[src/hdl/wmtd_pkg.sv]
// Package for the windowed mean threshold detector.
// Holds field widths, input and register codes and the control state type.
// No dependencies.
package wmtd_pkg;

    localparam int PROB_W    = 8;
    localparam int WLEN_W    = 5;
    localparam int CUTOFF_W  = 8;
    localparam int OSUM_W    = 12;
    localparam int CFG_IDX_W = 1;
    localparam int CFG_DAT_W = 8;
    localparam int S_TDATA_W = 8;
    localparam int M_TDATA_W = 24;

    localparam logic [WLEN_W-1:0]   WLEN_RESET   = 5'd5;
    localparam logic [CUTOFF_W-1:0] CUTOFF_RESET = 8'd200;

    typedef enum logic {
        KIND_SAMPLE = 1'b0,
        KIND_CLEAR  = 1'b1
    } t_kind;

    typedef enum logic [CFG_IDX_W-1:0] {
        REG_WINDOW_LENGTH = 1'b0,
        REG_PROB_CUTOFF   = 1'b1
    } t_reg_idx;

    typedef enum logic [1:0] {
        ST_IDLE,
        ST_SUM,
        ST_DONE
    } t_state;

    typedef struct packed {
        logic              wr_en;
        logic [PROB_W-1:0] data;
    } t_cell_wr;

endpackage

[src/hdl/wmtd_cell.sv]
// One cell of the detector's row: stores one probability and, while it
// is in the window, adds it to the partial sum moving left to right.
// Depends on wmtd_pkg.
module wmtd_cell
    import wmtd_pkg::*;
#(
    parameter int CELL_POS = 0,
    parameter int WIN_W    = 5,
    parameter int SUM_W    = 13
) (
    input  logic             i_clk,
    input  t_cell_wr         i_wr,
    input  logic [WIN_W-1:0] i_win,
    input  logic [SUM_W-1:0] i_sum,
    output logic [SUM_W-1:0] o_sum
);

    logic [PROB_W-1:0] r_entry;
    logic [SUM_W-1:0]  r_sum;
    logic [SUM_W-1:0]  n_sum;
    logic              active;

    assign active = (CELL_POS < int'(i_win));

    always_comb begin
        n_sum = i_sum;
        if (active) begin
            n_sum = i_sum + SUM_W'(r_entry);
        end
    end

    always_ff @(posedge i_clk) begin
        if (i_wr.wr_en) begin
            r_entry <= i_wr.data;
        end
        r_sum <= n_sum;
    end

    assign o_sum = r_sum;

endmodule

[src/hdl/windowed_mean_threshold_detector.sv]
// Top level of the windowed mean threshold detector.
// Depends on wmtd_pkg and wmtd_cell.
//
// Usage:
// The slave stream carries one item per transfer: tdata holds the probability
// and tuser the kind (sample or clear). The master stream returns one result
// per item, but none for a clear or non-filling sample taken with i_cfg_we
// high. Configuration is written through i_cfg_we, i_cfg_index and i_cfg_data
// while the block is idle; writing the window length empties the window.
// A clear item, and a sample that leaves the window not yet full, give their
// result in the register in the cycle after the transfer. A sample that fills
// the window waits while the partial sum travels through the row of MAX_WINDOW
// cells, one cell per cycle, counted in state ST_SUM; its result is registered
// in ST_DONE, and the next item is taken only once the block is back in ST_IDLE.
// One item is in work at a time. A new item is taken while the previous
// result is being transferred; while the receiver stalls, the result holds
// and no new item is taken.
// Reset sets the window length to 5, the cutoff to 200 and empties the
// window; stored probabilities are only read after they are written again.
module windowed_mean_threshold_detector
    import wmtd_pkg::*;
#(
    parameter int MAX_WINDOW = 16
) (
    input  logic                 i_clk,
    input  logic                 i_rst_n,
    input  logic                 s_axis_tvalid,
    output logic                 s_axis_tready,
    // Bits from low: probability [7:0].
    input  logic [S_TDATA_W-1:0] s_axis_tdata,
    // Bits from low: kind [0].
    input  logic                 s_axis_tuser,
    output logic                 m_axis_tvalid,
    input  logic                 m_axis_tready,
    // Bits from low: detected [0], window_sum [12:1], window_full [13],
    // latest_probability [21:14], zero fill [23:22].
    output logic [M_TDATA_W-1:0] m_axis_tdata,
    input  logic                 i_cfg_we,
    input  logic [CFG_IDX_W-1:0] i_cfg_index,
    input  logic [CFG_DAT_W-1:0] i_cfg_data
);

    localparam int WIN_W = $clog2(MAX_WINDOW + 1);
    localparam int IDX_W = (MAX_WINDOW > 1) ? $clog2(MAX_WINDOW) : 1;
    localparam int SUM_W = PROB_W + WIN_W;

    t_state              r_state, n_state;
    logic [WLEN_W-1:0]   r_wlen;
    logic [CUTOFF_W-1:0] r_cutoff;
    logic [IDX_W-1:0]    r_idx;
    logic [WIN_W-1:0]    r_fill;
    logic [PROB_W-1:0]   r_last;
    logic [WIN_W-1:0]    r_cnt;
    logic                r_ovalid;
    logic                n_ovalid;
    logic                r_odet;
    logic [OSUM_W-1:0]   r_osum;
    logic                r_ofull;
    logic [PROB_W-1:0]   r_olast;

    logic [WIN_W-1:0]    win;
    logic [WIN_W-1:0]    idx_eff;
    logic [WIN_W-1:0]    idx_inc;
    logic [WIN_W-1:0]    fill_inc;
    logic                in_xfer;
    logic                is_clear;
    logic [SUM_W-1:0]    limit;
    logic [SUM_W-1:0]    sum_final;
    logic                over;
    t_cell_wr            cell_wr [MAX_WINDOW];
    logic [SUM_W-1:0]    chain [MAX_WINDOW+1];

    always_comb begin
        if (r_wlen == '0) begin
            win = WIN_W'(1);
        end else if (int'(r_wlen) > MAX_WINDOW) begin
            win = WIN_W'(MAX_WINDOW);
        end else begin
            win = WIN_W'(r_wlen);
        end
    end

    assign idx_eff  = (WIN_W'(r_idx) >= win) ? '0 : WIN_W'(r_idx);
    assign idx_inc  = ((idx_eff + WIN_W'(1)) == win) ? '0 : (idx_eff + WIN_W'(1));
    assign fill_inc = (r_fill < win) ? (r_fill + WIN_W'(1)) : r_fill;

    assign s_axis_tready = (r_state == ST_IDLE) && (!r_ovalid || m_axis_tready);
    assign in_xfer       = s_axis_tvalid && s_axis_tready;
    assign is_clear      = (t_kind'(s_axis_tuser) == KIND_CLEAR);

    assign chain[0] = '0;
    generate
        for (genvar k = 0; k < MAX_WINDOW; k++) begin : g_cell
            assign cell_wr[k].wr_en = in_xfer && !is_clear && (idx_eff == WIN_W'(k));
            assign cell_wr[k].data  = s_axis_tdata[PROB_W-1:0];

            wmtd_cell #(
                .CELL_POS (k),
                .WIN_W    (WIN_W),
                .SUM_W    (SUM_W)
            ) u_cell (
                .i_clk (i_clk),
                .i_wr  (cell_wr[k]),
                .i_win (win),
                .i_sum (chain[k]),
                .o_sum (chain[k+1])
            );
        end
    endgenerate

    assign sum_final = chain[MAX_WINDOW];
    assign limit     = SUM_W'(r_cutoff) * SUM_W'(win);
    assign over      = (sum_final > limit);

    always_comb begin
        n_state = r_state;
        unique case (r_state)
            ST_IDLE: begin
                if (in_xfer && !is_clear && (fill_inc >= win)) begin
                    n_state = ST_SUM;
                end
            end
            ST_SUM: begin
                if (r_cnt == WIN_W'(MAX_WINDOW - 1)) begin
                    n_state = ST_DONE;
                end
            end
            ST_DONE: begin
                n_state = ST_IDLE;
            end
            default: begin
                n_state = ST_IDLE;
            end
        endcase
    end

    always_comb begin
        n_ovalid = r_ovalid && !m_axis_tready;
        if (in_xfer && !i_cfg_we && (is_clear || (fill_inc < win))) begin
            n_ovalid = 1'b1;
        end
        if (r_state == ST_DONE) begin
            n_ovalid = 1'b1;
        end
    end

    always_ff @(posedge i_clk) begin
        if (!i_rst_n) begin
            r_state <= ST_IDLE;
        end else begin
            r_state <= n_state;
        end
    end

    always_ff @(posedge i_clk) begin
        if (!i_rst_n) begin
            r_wlen   <= WLEN_RESET;
            r_cutoff <= CUTOFF_RESET;
            r_idx    <= '0;
            r_fill   <= '0;
            r_last   <= '0;
            r_cnt    <= '0;
            r_ovalid <= 1'b0;
        end else begin
            r_ovalid <= n_ovalid;
            if (r_state == ST_SUM) begin
                r_cnt <= r_cnt + WIN_W'(1);
            end else begin
                r_cnt <= '0;
            end
            if (i_cfg_we) begin
                unique case (t_reg_idx'(i_cfg_index))
                    REG_WINDOW_LENGTH: begin
                        r_wlen <= i_cfg_data[WLEN_W-1:0];
                        r_idx  <= '0;
                        r_fill <= '0;
                    end
                    REG_PROB_CUTOFF: begin
                        r_cutoff <= i_cfg_data[CUTOFF_W-1:0];
                    end
                    default: begin
                    end
                endcase
            end else if (in_xfer) begin
                if (is_clear) begin
                    r_idx  <= '0;
                    r_fill <= '0;
                    r_last <= '0;
                end else begin
                    r_idx  <= IDX_W'(idx_inc);
                    r_fill <= fill_inc;
                    r_last <= s_axis_tdata[PROB_W-1:0];
                end
            end else if ((r_state == ST_DONE) && over) begin
                r_idx  <= '0;
                r_fill <= '0;
            end
        end
    end

    always_ff @(posedge i_clk) begin
        if (in_xfer) begin
            r_odet  <= 1'b0;
            r_osum  <= '0;
            r_ofull <= 1'b0;
            r_olast <= is_clear ? '0 : s_axis_tdata[PROB_W-1:0];
        end else if (r_state == ST_DONE) begin
            r_odet  <= over;
            r_osum  <= sum_final[OSUM_W-1:0];
            r_ofull <= 1'b1;
            r_olast <= r_last;
        end
    end

    assign m_axis_tvalid = r_ovalid;
    assign m_axis_tdata  = {2'b00, r_olast, r_ofull, r_osum, r_odet};

endmodule
[config.mk]
export PLATFORM = sky130hd
export DESIGN_NAME = windowed_mean_threshold_detector
export DESIGN_NICKNAME = d
export VERILOG_FILES = /design/src/hdl/wmtd_pkg.sv /design/src/hdl/wmtd_cell.sv /design/src/hdl/windowed_mean_threshold_detector.sv
export SDC_FILE = /design/constraint.sdc
export NUM_CORES = 1
export LEC_CHECK = 0
export BUFFER_PORTS_ARGS = -buffer_cell sky130_fd_sc_hd__buf_2
export CAP_MARGIN = 20
export CORE_UTILIZATION = 57
export CTS_BUF_LIST = sky130_fd_sc_hd__clkbuf_8 sky130_fd_sc_hd__clkbuf_16
export DETAILED_ROUTE_END_ITERATION = 8
export GPL_TIMING_DRIVEN = 0
export PLACE_DENSITY_LB_ADDON = 0.3
export SLEW_MARGIN = 10
export SYNTH_ARGS = -nofsm -noshare
export SYNTH_HDL_FRONTEND = slang
export SYNTH_SLANG_ARGS = --single-unit
[constraint.sdc]
create_clock -name i_clk -period 5.65 [get_ports i_clk]
set_input_delay 0.8475 -clock i_clk [delete_from_list [all_inputs] [get_ports i_clk]]
set_output_delay 0.8475 -clock i_clk [all_outputs]
set_load 0.05 [all_outputs]
* After elaboration in Yosys (flattened, before gate mapping)
Cells that the tools add are included.
** Operators by class
- Add/sub/neg operators :: 18
- $mul :: 1
- Order comparisons :: 22
- Equality and inequality tests :: 22
- Multiplexer cells :: 38
- Bitwise operators :: 2
- Reduce and logical (&&, ||, !) cells :: 41
** Operators with widths (number)
- adder 13 x 8 -> 13 bit :: 15
- 2-to-1 mux 13 bit :: 15
- < comparator 4 x 5 -> 1 bit, first input constant :: 8
- 2-to-1 mux 5 bit :: 8
- equality test 4 bit, second input constant :: 8
- 2-to-1 mux 4 bit :: 7
- logical AND 1 bit :: 24
- 2-to-1 mux 8 bit :: 3
- < comparator 3 x 5 -> 1 bit, first input constant :: 4
- equality test 4 x 3 -> 1 bit, second input constant :: 4
- > comparator 13 bit :: 1
- multiplier 8 x 5 -> 13 bit :: 1
- AND reduction 2 bit :: 6
- adder 5 x 1 -> 5 bit, second input constant :: 2
- zero test 5 bit :: 2
- < comparator 1 x 5 -> 1 bit, first input constant :: 2
- < comparator 2 x 5 -> 1 bit, first input constant :: 2
- < comparator 5 bit :: 2
- equality test 4 x 2 -> 1 bit, second input constant :: 2
- adder 4 x 1 -> 5 bit, second input constant :: 1
- equality test 5 x 4 -> 1 bit, second input constant :: 1
- equality test 5 bit :: 1
- >= comparator 4 x 5 -> 1 bit :: 1
- >= comparator 5 bit :: 1
- 15 further kinds :: 23
** Word-level totals
- Flip-flop bits (word level) :: 396
- Input port bits :: 23
- Output and inout bits :: 26

* Longest topological paths before layout
Gate-level depths: netlist of run 1.
- Depth after elaboration :: 11
- Depth in mapped cells :: 27
- Depth with buffers taken out :: 25

* Cells and area by module
A second synthesis of run 1 with hierarchy kept.
** Second synthesis, totals
- Cell total of the unflattened synthesis :: 2123
- Area total of the unflattened synthesis :: 21612.0 um2
** By module, submodules not included
- windowed_mean_threshold_detector :: instances 1, cells each 572, area each 4692.0 um2
- wmtd_cell at g_cell[3].u_cell :: instances 1, cells each 114, area each 1154.9 um2
- wmtd_cell at g_cell[11].u_cell :: instances 1, cells each 113, area each 1116.1 um2
- wmtd_cell at g_cell[4].u_cell :: instances 1, cells each 102, area each 1096.1 um2
- wmtd_cell at g_cell[10].u_cell :: instances 1, cells each 101, area each 1063.5 um2
- wmtd_cell at g_cell[2].u_cell :: instances 1, cells each 102, area each 1063.5 um2
- wmtd_cell at g_cell[12].u_cell :: instances 1, cells each 101, area each 1057.3 um2
- wmtd_cell at g_cell[6].u_cell :: instances 1, cells each 95, area each 1053.5 um2
- wmtd_cell at g_cell[1].u_cell :: instances 1, cells each 94, area each 1051.0 um2
- wmtd_cell at g_cell[5].u_cell :: instances 1, cells each 95, area each 1047.3 um2
- wmtd_cell at g_cell[8].u_cell :: instances 1, cells each 91, area each 1046.0 um2
- wmtd_cell at g_cell[13].u_cell :: instances 1, cells each 103, area each 1042.2 um2
- wmtd_cell at g_cell[14].u_cell :: instances 1, cells each 95, area each 1042.2 um2
- wmtd_cell at g_cell[15].u_cell :: instances 1, cells each 88, area each 1036.0 um2
- 3 more rows

* Worst setup path after synthesis of run 1
No wires, ideal clock.
- Path kind :: reg-to-reg
- From :: register r_wlen[4]
- To :: register r_fill[2]
- Setup time :: 0.087 ns
- Data arrival time :: 5.809 ns
- Required time :: 5.563 ns
- Path slack :: -0.246 ns
- Cell stages (with the launch flop) :: 27
- Period minus slack after synthesis :: 5.896 ns
- Cells stage by stage :: dfxtp_1 -> buf_2 -> clkbuf_1 -> clkbuf_1 -> nand2_1 -> fa_1 -> fa_1 -> fa_1 -> inv_1 -> ha_1 -> a21o_1 -> a21oi_1 -> o21bai_1 -> a21oi_1 -> o21ai_0 -> a21o_1 -> a21oi_1 -> xor2_1 -> ha_1 -> nand4_1 -> inv_1 -> a221oi_1 -> a211oi_1 -> o31a_1 -> nor2_1 -> o21ai_0 -> o31ai_1
** Between the ends
- Cells in the longest elaborated chain, start to end :: 8
- Elaborated cells between the ends (all ways) :: 14
- Classes of those cells :: mul (1); order compare (3); mux (6); reduce/logical (4)
** Ends and longest elaborated chain
- start: declaration :: line windowed_mean_threshold_detector.sv:48 : logic [WLEN_W-1:0] r_wlen;
- start signal: assignment :: line windowed_mean_threshold_detector.sv:174 : r_wlen <= i_cfg_data[WLEN_W-1:0];
- > comparator 5 bit :: line windowed_mean_threshold_detector.sv:76 : end else if (int'(r_wlen) > MAX_WINDOW) begin
- 2-to-1 mux 5 bit :: line windowed_mean_threshold_detector.sv:76
- 2-to-1 mux 5 bit * :: line windowed_mean_threshold_detector.sv:74 : if (r_wlen == '0) begin
- multiplier 8 x 5 -> 13 bit or < comparator 5 bit (tied branches) :: line windowed_mean_threshold_detector.sv:112, windowed_mean_threshold_detector.sv:85
- > comparator 13 bit or 2-to-1 mux 5 bit (tied branches) :: line windowed_mean_threshold_detector.sv:113, windowed_mean_threshold_detector.sv:85
- logical AND 1 bit or 2-to-1 mux 5 bit (tied branches) :: line windowed_mean_threshold_detector.sv:194, windowed_mean_threshold_detector.sv:185
- nonzero test 3 bit (no line) or 2-to-1 mux 5 bit (tied branches)
- AND reduction 2 bit (no line) or 2-to-1 mux 5 bit (tied branches)
- end signal: assignment :: line windowed_mean_threshold_detector.sv:191 : r_fill <= fill_inc;
- end: declaration :: line windowed_mean_threshold_detector.sv:51 : logic [WIN_W-1:0] r_fill;
Every way passes the cells marked *; elsewhere a longest branch is shown, timed or not.
A chain may end at the register's enable or synchronous reset.

* Worst setup path after layout of run 1
- From :: register r_wlen[4]
- To :: register r_idx[2]
** Between the ends
- Cells in the longest elaborated chain, start to end :: 11
- Elaborated cells between the ends (all ways) :: 17
- Classes of those cells :: add/sub (1); mul (1); order compare (3); eq/ne (1); mux (7); reduce/logical (4)
** Ends and longest elaborated chain
- > comparator 5 bit :: line windowed_mean_threshold_detector.sv:76
- 2-to-1 mux 5 bit :: line windowed_mean_threshold_detector.sv:76
- 2-to-1 mux 5 bit * :: line windowed_mean_threshold_detector.sv:74
- parallel branches: the longest is 8 deep, another holds multiplier 8 x 5 -> 13 bit
- end signal: assignment :: line windowed_mean_threshold_detector.sv:190 : r_idx <= IDX_W'(idx_inc);
- end: declaration :: line windowed_mean_threshold_detector.sv:50 : logic [IDX_W-1:0] r_idx;
Mark *: on every way between the ends.

==> reports/metrics.yaml, run 1 <==
critPathArrivalTime_ps: 5970
wl_met3_um: 1410
rows: 66
wirelength_um: 39200
die_height_um: 184
first_iter_violations: 645
cts_buffers: 40
hold_ws_ps: 424
global_route.overflow_total: 0
status: "completed"
port-buffer-count: 45
tightest_slew_ps: 1000
post-route-worst-setup-slack_ps: 127
finalCritPeriodShare_pct: 97.8
syn_area_per_cell_um2: 10.2
cts.reportedPaths.clkPinSlew_ps: 60
power.net_switching_uw: 2910
worstSetupEndpointType: "register"
post_layout_net_count: 2184
start_util_pct: 58.1
cp_top_family: "compound AO/OA/AOI/OAI gates"
tritoncts_num_sinks: 381
detailroute.via_count: 13300
hold_buffers: 0
route.detailed.vias_per_inst: 5.48
max_used_layer: "met4"
post_synth_num_cell_types: 65
yosys_warnings: 0
synthCells: 1848
grt_antenna_before_repair: 0
crit_path_max_fanout: 6
clock-skew-final_ps: 15.3
synth_flop_cell: "dfxtp_1"
htreeDepth: 2
peakVddDrop_mv: 0.313
post-route-drc-count: 0
seqPwrFrac_pct: 42.3
worst_path_largest_cell_delay_ps: 550
power_switching_share_pct: 32.4
fmaxAchievable_mhz: 181
path_buf_inv: 3
routedWlPerCell_um: 16.2
area_growth_from_synthesis_to_layout_pct: 12.6
yosys_register_bits: 381
ios: 49
accumulated_negative_setup_slack_ps: 0
power.internal_uw: 6060
combinationalPowerShare_pct: 30.7
pre_cts_slack_ps: -891
total_setup_violations_reported_at_the_end_of_the_flow: 0
required_time_reported_for_the_critical_path_endpoint_ps: 6090
die-area_mm2: 0.0339
ctsRootBufferMaster: "clkbuf_16"
dr_wl_met2_um: 20100
num_antenna_cells: 0
finalHoldViolations: 0
core_area_mm2: 0.0325
wire_length_of_the_first_global_routing_pass_um: 63400
crit_top_cell: "fa_1"
power.density_mw_per_mm2: 421
critPathSlowestCell: "fa_1"
slew-limit-headroom_pct: 32.8
min_period_ps: 5520
setup_repair_after_global_routing_missed_its_margin: "true"
slew_viol_final: 0
syn-cell-area_mm2: 0.0189
startpoint_type: "register"
grt_max_degree: 18
drt_first_pass_iters: 5
clock_tree_from_tritoncts: "yes"
ys_seq_area_share_pct: 47.6
dpl.cell_count: 2336
synthArstFlopShare_pct: 0
dp_hpwl_um: 28300
final_instance_count_without_filler_cells: 2427
floorplan.die.width_um: 184
filler_cell_count: 2505
critical_path_class: "reg2reg"
clock_power_share_pct: 27.1
clock_tree.buffer_depth: 3
drive_gt1_share_pct: 10.5
gpl_congestion: 0.871
cell_leakage_power_uw: 0.00899
utilization_pct: 65.4
worst_hold_path_type: "reg2reg"
first_global_vias: 13400
antenna_violating_nets_post_route: 0
max_cap_viol_count: 0
clk_latency_ps: 560
groute.usage.overall_pct: 23.6
synth_edf_count: 136
wl_met1_um: 16400
metrics by stage:
step	total power (uW)	cell area (um^2)
after floorplan	5850	18900
after global placement	6340	19700
after detailed placement	6490	19700
after CTS	8990	21100
after global routing	9550	21300
final	8970	21300
path summary, 6_finish.rpt:
kind                                                   from  cells past startpoint  slack (ps)                        end
worst max-delay path                              r_wlen[4]                     25         130                   r_idx[2]
worst min-delay path            g_cell[0].u_cell.r_entry[7]                      1         420  g_cell[0].u_cell.o_sum[7]
worst max register to register                    r_wlen[4]                     25         130                   r_idx[2]
worst min register to register  g_cell[0].u_cell.r_entry[7]                      1         420  g_cell[0].u_cell.o_sum[7]
layout make-up:
type                       instances  area [um^2]  share of cell area, %
buffer                            55          279                   1.31
clock buffer                      43         1050                   4.95
tap                              442          553                   2.60
timing repair buffer              64          370                   1.74
clock inverter                    30          164                  0.770
sequential                       381         9000                   42.3
multi-input combinational       1280         9360                   44.0
inverter                         132          498                   2.34
worst register-to-register path, stage by stage, from the launching register on:
cell and delay, ps:
dfxtp_4 370, nor2b_4 120, buf_8 130, nand2_4 60, fa_1 550, fa_1 430
fa_1 510, inv_2 40, ha_4 220, a21o_1 190, a21oi_4 200, o21bai_4 100
a21oi_4 170, o21ai_2 80, a21o_1 170, a21oi_2 120, xor2_1 190, ha_1 270
nand4_1 180, inv_1 80, a221oi_2 300, a211oi_2 150, o31a_1 370, nand2_1 90
o21ai_0 70, a22o_1 250
power groups by stage:
| stage | Clock (uW) | Sequential, uW | Combinational (uW) |
|---|---|---|---|
| CTS | 2470 | 3790 | 2720 |
| global route | 2580 | 3850 | 3120 |
| finish | 2430 | 3790 | 2750 |
| floorplan | 0 | 3720 | 2130 |
| detailed placement | 0 | 3840 | 2650 |
| global placement | 0 | 3830 | 2510 |
timing repair:
item	CTS	global route
setup endpoints to repair	10	9
pin swaps	14	30
gates cloned	0	0
gates resized for setup	35	24
buffers inserted	9	9
synthesized netlist by cell type (all sizes together) (2+ instances only):
| cell | instances | area (um^2) |
|---|---|---|
| inv | 132 | 495 |
| a211o | 2 | 17.5 |
| xnor2 | 102 | 893 |
| mux2 | 25 | 282 |
| or2 | 5 | 31.3 |
| nand2b | 26 | 163 |
| nor3b | 5 | 37.5 |
| dfxtp | 245 | 4900 |
| nor2b | 27 | 169 |
| nor4 | 2 | 18.8 |
| nor3 | 14 | 70.1 |
| mux2i | 5 | 50.1 |
| a31oi | 6 | 37.5 |
| nor2 | 95 | 357 |
| edfxtp | 136 | 4080 |
| a21oi | 116 | 581 |
| nand4 | 9 | 68.8 |
| a31o | 3 | 26.3 |
| a21o | 30 | 225 |
| nand3b | 4 | 30.0 |
| and4 | 2 | 17.5 |
| clkbuf | 47 | 176 |
| o21bai | 15 | 113 |
| ha | 174 | 2180 |
| nand3 | 30 | 150 |
| o21a | 22 | 165 |
| a21boi | 16 | 120 |
| o31ai | 22 | 165 |
| and2 | 35 | 221 |
| o21ai | 138 | 702 |
| a22o | 2 | 17.5 |
| xor2 | 47 | 412 |
| fa | 33 | 661 |
| buf | 9 | 52.6 |
| and3 | 11 | 70.1 |
| nand2 | 213 | 800 |
| o211ai | 3 | 22.5 |
| or3 | 14 | 87.6 |
| a211oi | 10 | 80.1 |
layer usage:
| metal | vias to the layer above | track usage, % |
|---|---|---|
| li1 | 6569 | - |
| met1 | 6380 | 27.3 |
| met2 | 255 | 43.2 |
| met3 | 94 | 3.23 |
| met4 | 0 | 10.5 |
| met5 | - | 0 |
cells in the final DEF (no fill, tap or decap), drive strengths merged, types with 3 or more instances in the layout:
| cell | instances |
|---|---|
| dfxtp | 245 |
| nand2 | 213 |
| ha | 174 |
| inv | 147 |
| o21ai | 138 |
| edfxtp | 136 |
| a21oi | 116 |
| xnor2 | 102 |
| nor2 | 95 |
| clkbuf | 89 |
| buf | 73 |
| xor2 | 47 |
| and2 | 35 |
| fa | 33 |
| a21o | 30 |
| nand3 | 30 |
| nor2b | 27 |
| nand2b | 26 |
| mux2 | 25 |
| o21a | 22 |
| o31ai | 22 |
| a21boi | 16 |
| o21bai | 15 |
| or3 | 14 |
| nor3 | 14 |
| clkinv | 13 |
| and3 | 11 |
| a211oi | 10 |
| nand4 | 9 |
| a31oi | 6 |
| nor3b | 5 |
| mux2i | 5 |
| or2 | 5 |
| nand3b | 4 |
| o211ai | 3 |
| a31o | 3 |
sequential cells by signal, indices dropped and copies added, names as in the netlist, 5 cells and up:
signal                 cells
g_cell.u_cell.r_entry    128
r_cnt                      5
r_cutoff                   8
r_olast                    8
r_osum                    12
r_last                     8
r_wlen                     5
g_cell.u_cell.o_sum      193
r_fill                     5
logic make-up after synthesis:
kind of cell / share of synthesized area [%]
simple gates: 12.2
flops: 47.6
compound gates: 12.7
other cells: 0.0199
buf+inv: 3.84
mux: 1.76
xor+xnor: 6.91
fa+ha+maj: 15.0
(Power assumes the default switching activity.)
==> run 2: changes to the inputs <==
--- a/config.mk
+++ b/config.mk
@@ -5,10 +5,10 @@
 export SDC_FILE = /design/constraint.sdc
 export NUM_CORES = 1
 export LEC_CHECK = 0
+export ABC_AREA = 1
 export BUFFER_PORTS_ARGS = -buffer_cell sky130_fd_sc_hd__buf_2
 export CAP_MARGIN = 20
 export CORE_UTILIZATION = 57
-export CTS_BUF_LIST = sky130_fd_sc_hd__clkbuf_8 sky130_fd_sc_hd__clkbuf_16
 export DETAILED_ROUTE_END_ITERATION = 8
 export GPL_TIMING_DRIVEN = 0
 export PLACE_DENSITY_LB_ADDON = 0.3
==> run 2 against run 1 <==
Clock power rose by 6%. Synthesized cell count rose by 20%. Register-to-register slack improved by 180 ps. Via count rose by 11%. Combinational power rose by 12%. Hold slack got worse by 14 ps. Clock skew rose by 9.8 ps. Non-clock buffer count fell by 28. Cell count rose by 15%. Largest cell class unchanged. Highest routed layer unchanged.
==> reports/metrics.yaml, run 2 <==
status: "completed"
port-buffer-count: 46
peakVddDrop_mv: 0.286
post-route-drc-count: 0
drive_gt1_share_pct: 7.30
synth.top_cell.area_share_pct: 25.2
core_area_mm2: 0.0336
synthArstFlopShare_pct: 0
power.density_mw_per_mm2: 437
fmaxAchievable_mhz: 187
worst_hold_path_type: "reg2reg"
post_synth_num_cell_types: 51
start_util_pct: 58.0
clock-skew-final_ps: 25.1
area_growth_from_synthesis_to_layout_pct: 11.3
antenna_violating_nets_post_route: 0
hold_ws_ps: 410
floorplan.die.width_um: 187
drt_first_pass_iters: 6
route.detailed.vias_per_inst: 5.31
synth_flop_cell: "dfxtp_1"
yosys_register_bits: 381
grt_max_degree: 19
wirelength_um: 42000
hold_buffers: 0
worstSetupEndpointType: "register"
ios: 49
post_layout_net_count: 2540
design_area_mm2: 0.0217
cts_buffers: 40
required_time_reported_for_the_critical_path_endpoint_ps: 6120
min_period_ps: 5350
critPathArrivalTime_ps: 5810
most_common_cell_after_layout_fill_and_taps_aside: "nand2_1"
yosys_warnings: 0
detailroute.via_count: 14800
crit_top_cell: "nand2_1"
tightest_slew_ps: 843
rows: 67
clock_tree.buffer_depth: 3
ys_seq_area_share_pct: 46.1
critical_path_class: "reg2reg"
post-route-worst-setup-slack_ps: 303
synth_common_cells: "nand2_1, inv_1, dfxtp_1, ha_1, o21ai_0"
finalCritPeriodShare_pct: 94.6
first_global_vias: 14900
dp_hpwl_um: 30800
yosys.area.top_type: "dfxtp_1"
total_setup_violations_reported_at_the_end_of_the_flow: 0
global_route.overflow_total: 0
syn-cell-area_mm2: 0.0195
crit_path_max_fanout: 12
clk_latency_ps: 550
die-area_mm2: 0.0349
slew-limit-headroom_pct: 43.6
num_antenna_cells: 0
htreeDepth: 2
startpoint_type: "register"
gpl_congestion: 0.891
layout.cells.most_common_list: "nand2_1, inv_1, dfxtp_1"
grt_antenna_before_repair: 0
max_cap_viol_count: 0
syn_area_per_cell_um2: 8.79
cts.reportedPaths.clkPinSlew_ps: 60
finalHoldViolations: 0
largest_register_ffs: 193
worst_path_largest_cell_delay_ps: 550
die_height_um: 187
clock_tree_from_tritoncts: "yes"
cell_leakage_power_uw: 0.0100
tritoncts_num_sinks: 381
wire_length_of_the_first_global_routing_pass_um: 70000
synth_edf_count: 136
first_iter_violations: 803
routedWlPerCell_um: 15.1
cell_with_the_most_instances_after_synthesis: "nand2_1"
synthTopCellsByArea: "dfxtp_1, edfxtp_1, ha_1, nand2_1, inv_1"
pre_cts_slack_ps: -546
dpl_cell_area_mm2: 0.0203
ctsRootBufferMaster: "clkbuf_16"
critPathSlowestCell: "fa_1"
groute.usage.overall_pct: 24.6
slew_viol_final: 0
synthCells: 2219
run 2: cell types whose count changed after synthesis, sizes merged, moves of 27 or more:
cell	change
and2	-35
nand2	+354
nand3	+43
o21ai	+28
inv	+143
nor2b	-27
xor2	+27
nor2	+43
xnor2	-58
run 2: kinds of logic (layout without fill, tap and decap cells):
kind of cell,Yosys count,in the layout,share of synthesized area [%]
compound gates,371,371,10.6
xor+xnor,118,118,5.30
fa+ha+maj,207,207,14.6
buf+inv,323,444,6.37
flops,381,381,46.1
other cells,1,2,0.0192
simple gates,818,818,17.1
run 2: where the power goes:
| group | internal (uW) | total [uW] | switching, uW |
|---|---|---|---|
| sequential | 3420 | 3810 | 393 |
| combinational | 1230 | 3090 | 1860 |
| clock | 1510 | 2580 | 1070 |
run 2: worst max-delay path, delay by kind of cell (launching register included):
kind / cells / cell delay [ps]
compound gates: 6 / 920
xor+xnor: 1 / 230
fa+ha+maj: 5 / 2150
buf+inv: 6 / 550
flops: 1 / 350
simple gates: 11 / 1060
run 2: worst paths after layout:
path	depth (start not counted)	slack [ps]	end	start
max	29	300	r_idx[0]	r_wlen[4]
min	1	410	g_cell[0].u_cell.o_sum[4]	g_cell[0].u_cell.r_entry[4]
max reg2reg	29	300	r_idx[0]	r_wlen[4]
min reg2reg	1	410	g_cell[0].u_cell.o_sum[4]	g_cell[0].u_cell.r_entry[4]
run 2: metrics by stage:
stage	util [%]	power, uW	std cells	TNS, ps
after floorplan	-	6130	2220	0
after global placement	60.4	6710	2714	-4240
after detailed placement	60.4	6860	2715	-4700
after CTS	64.3	9480	2789	0
after global routing	64.6	10200	2789	-24.9
final	64.6	9480	2789	0
run 2: routing by layer:
layer  global-route usage (%)  routed length, um
met3                     3.79               1930
met2                     44.0              20400
met1                     30.1              18500
met5                        0                  0
met4                     8.39               1180
run 2: final cells by class:
type	count	area (um^2)
buffer	43	214
clock buffer	56	1140
clock inverter	17	156
fill	2695	11900
inverter	280	1060
multi-input combinational	1516	9330
sequential	381	8990
tap	448	561
timing repair buffer	48	249
run 2: what timing repair did:
| action | 4_1_cts | 5_1_grt |
|---|---|---|
| endpoints found under the setup margin | 10 | 10 |
| cloned | 0 | 0 |
| setup buffers | 1 | 0 |
| gates resized for setup | 5 | 19 |
| pin swaps | 1 | 2 |
==> run 3: changes to the inputs <==
--- a/config.mk
+++ b/config.mk
@@ -7,7 +7,9 @@
 export LEC_CHECK = 0
 export ABC_AREA = 1
 export BUFFER_PORTS_ARGS = -buffer_cell sky130_fd_sc_hd__buf_2
-export CAP_MARGIN = 20
+export CAP_MARGIN = 10
+export CORE_ASPECT_RATIO = 2
+export CORE_MARGIN = 10
 export CORE_UTILIZATION = 57
 export DETAILED_ROUTE_END_ITERATION = 8
 export GPL_TIMING_DRIVEN = 0
==> run 3 against run 2 <==
Routed wire length increased by 15%. Hold slack improved by 11 ps. Clock skew decreased by 6.7 ps. Largest cell class unchanged. Register-to-register slack improved by 60 ps. Sequential cell count unchanged. Sequential power increased by 2%. Clock power decreased by 5%.
==> reports/metrics.yaml, run 3 (synthesis gave the netlist of run 2 again) <==
cts_buffers: 35
core_area_mm2: 0.0338
first_iter_violations: 732
cell_leakage_power_uw: 0.00997
clock-skew-final_ps: 18.4
fmaxAchievable_mhz: 189
crit_path_max_fanout: 10
floorplan.die.width_um: 151
status: "completed"
total_setup_violations_reported_at_the_end_of_the_flow: 0
clock_power_share_pct: 25.6
seqPwrFrac_pct: 40.7
area_growth_from_synthesis_to_layout_pct: 10.6
clock_tree_from_tritoncts: "yes"
worst_hold_path_type: "reg2reg"
most_common_cell_after_layout_fill_and_taps_aside: "nand2_1"
post-route-worst-setup-slack_ps: 367
finalCritPeriodShare_pct: 93.5
max_cap_viol_count: 0
drt_first_pass_iters: 5
worst_path_largest_cell_delay_ps: 540
routedWlPerCell_um: 17.5
min_period_ps: 5280
largest_register_ffs: 193
groute.usage.overall_pct: 22.7
ctsRootBufferMaster: "clkbuf_16"
htreeDepth: 2
cp_top_family: "adder cells"
rows: 95
dpl.cell_count: 2703
pre_cts_slack_ps: -743
drive_gt1_share_pct: 7.00
met3_usage_pct: 2.97
port-buffer-count: 46
die_height_um: 282
hold_buffers: 0
grt_max_degree: 19
final_instance_count_without_filler_cells: 2766
antenna_violating_nets_post_route: 0
gpl_congestion: 0.936
dpl_cell_area_mm2: 0.0203
post-route-drc-count: 0
peakVddDrop_mv: 0.338
setup_repair_after_global_routing_missed_its_margin: "false"
worstSetupEndpointType: "register"
num_antenna_cells: 0
combinationalPowerShare_pct: 33.7
global_route.overflow_total: 0
grt_util_met2_pct: 46.0
globalRouteMet1Util_pct: 20.5
tightest_slew_ps: 853
critPathSlowestCell: "fa_1"
start_util_pct: 57.8
critical_path_class: "reg2reg"
clock_tree.buffer_depth: 3
required_time_reported_for_the_critical_path_endpoint_ps: 6110
power_switching_share_pct: 36.3
route.detailed.vias_per_inst: 5.45
grt_antenna_before_repair: 0
post_layout_net_count: 2536
power.net_switching_uw: 3460
startpoint_type: "register"
critPathArrivalTime_ps: 5740
design_area_mm2: 0.0216
path_buf_inv: 4
tritoncts_num_sinks: 381
power.internal_uw: 6060
grt_busiest_layer: "met2"
power.density_mw_per_mm2: 441
finalHoldViolations: 0
dp_hpwl_um: 36900
clk_latency_ps: 540
slew_viol_final: 0
wirelength_um: 48300
first_global_vias: 15600
crit_top_cell: "nand2_1"
wire_length_of_the_first_global_routing_pass_um: 76200
ios: 49
detailroute.via_count: 15100
layout.cells.most_common_list: "nand2_1, inv_1, dfxtp_1"
cts.reportedPaths.clkPinSlew_ps: 70
slew-limit-headroom_pct: 42.9
die-area_mm2: 0.0425
run 3: changes by cell type in the layout (fill, tap and decap cells not counted), sizes merged:
cell,change
clkinvlp,+1
bufinv,+3
clkbuf,-15
buf,+1
inv,-1
run 3: metrics by stage:
stage	power (uW)	TNS (ps)	utilization, %	hold WS (ps)
finish	9520	0	63.9	421
floorplan	6130	0	-	398
detailed placement	7060	-6670	60.1	404
global route	10200	0	63.9	443
global placement	6910	-5560	60.1	401
CTS	9510	0	63.6	427
run 3: path summary, 6_finish.rpt:
| kind | startpoint | to | slack (ps) | depth (start not counted) |
|---|---|---|---|---|
| worst max-delay path | r_wlen[4] | r_idx[2] | 370 | 28 |
| worst min-delay path | g_cell[0].u_cell.r_entry[6] | g_cell[0].u_cell.o_sum[6] | 420 | 1 |
| worst max register to register | r_wlen[4] | r_idx[2] | 370 | 28 |
| worst min register to register | g_cell[0].u_cell.r_entry[6] | g_cell[0].u_cell.o_sum[6] | 420 | 1 |
run 3: power by group through the flow:
stage,Sequential [uW],Combinational (uW),Clock [uW]
global route,3930,3660,2560
floorplan,3770,2370,0
CTS,3870,3170,2470
finish,3870,3200,2440
global placement,3910,3000,0
detailed placement,3930,3130,0
run 3: final cells by class:
cell class	count	area, um^2
Fill cell	2812	12200
Multi-Input combinational cell	1516	9340
Sequential cell	381	8990
Inverter	280	1060
Clock buffer	41	930
Tap cell	436	546
Timing Repair Buffer	49	256
Clock inverter	20	236
Buffer	43	209
run 3: per-layer routing:
metal,up-vias,part of all wire (%),wire length (um)
li1,7445,-,-
met1,7146,33,15900
met2,343,58,28000
met3,144,3.9,1900
met4,0,5.4,2600
met5,-,0,0
run 3: timing repair:
action | CTS | global route
pin swaps | 1 | 2
resized for setup | 7 | 18
hold endpoints to repair | 0 | 0
endpoints found under the setup margin | 10 | 9
buffers inserted | 1 | 1
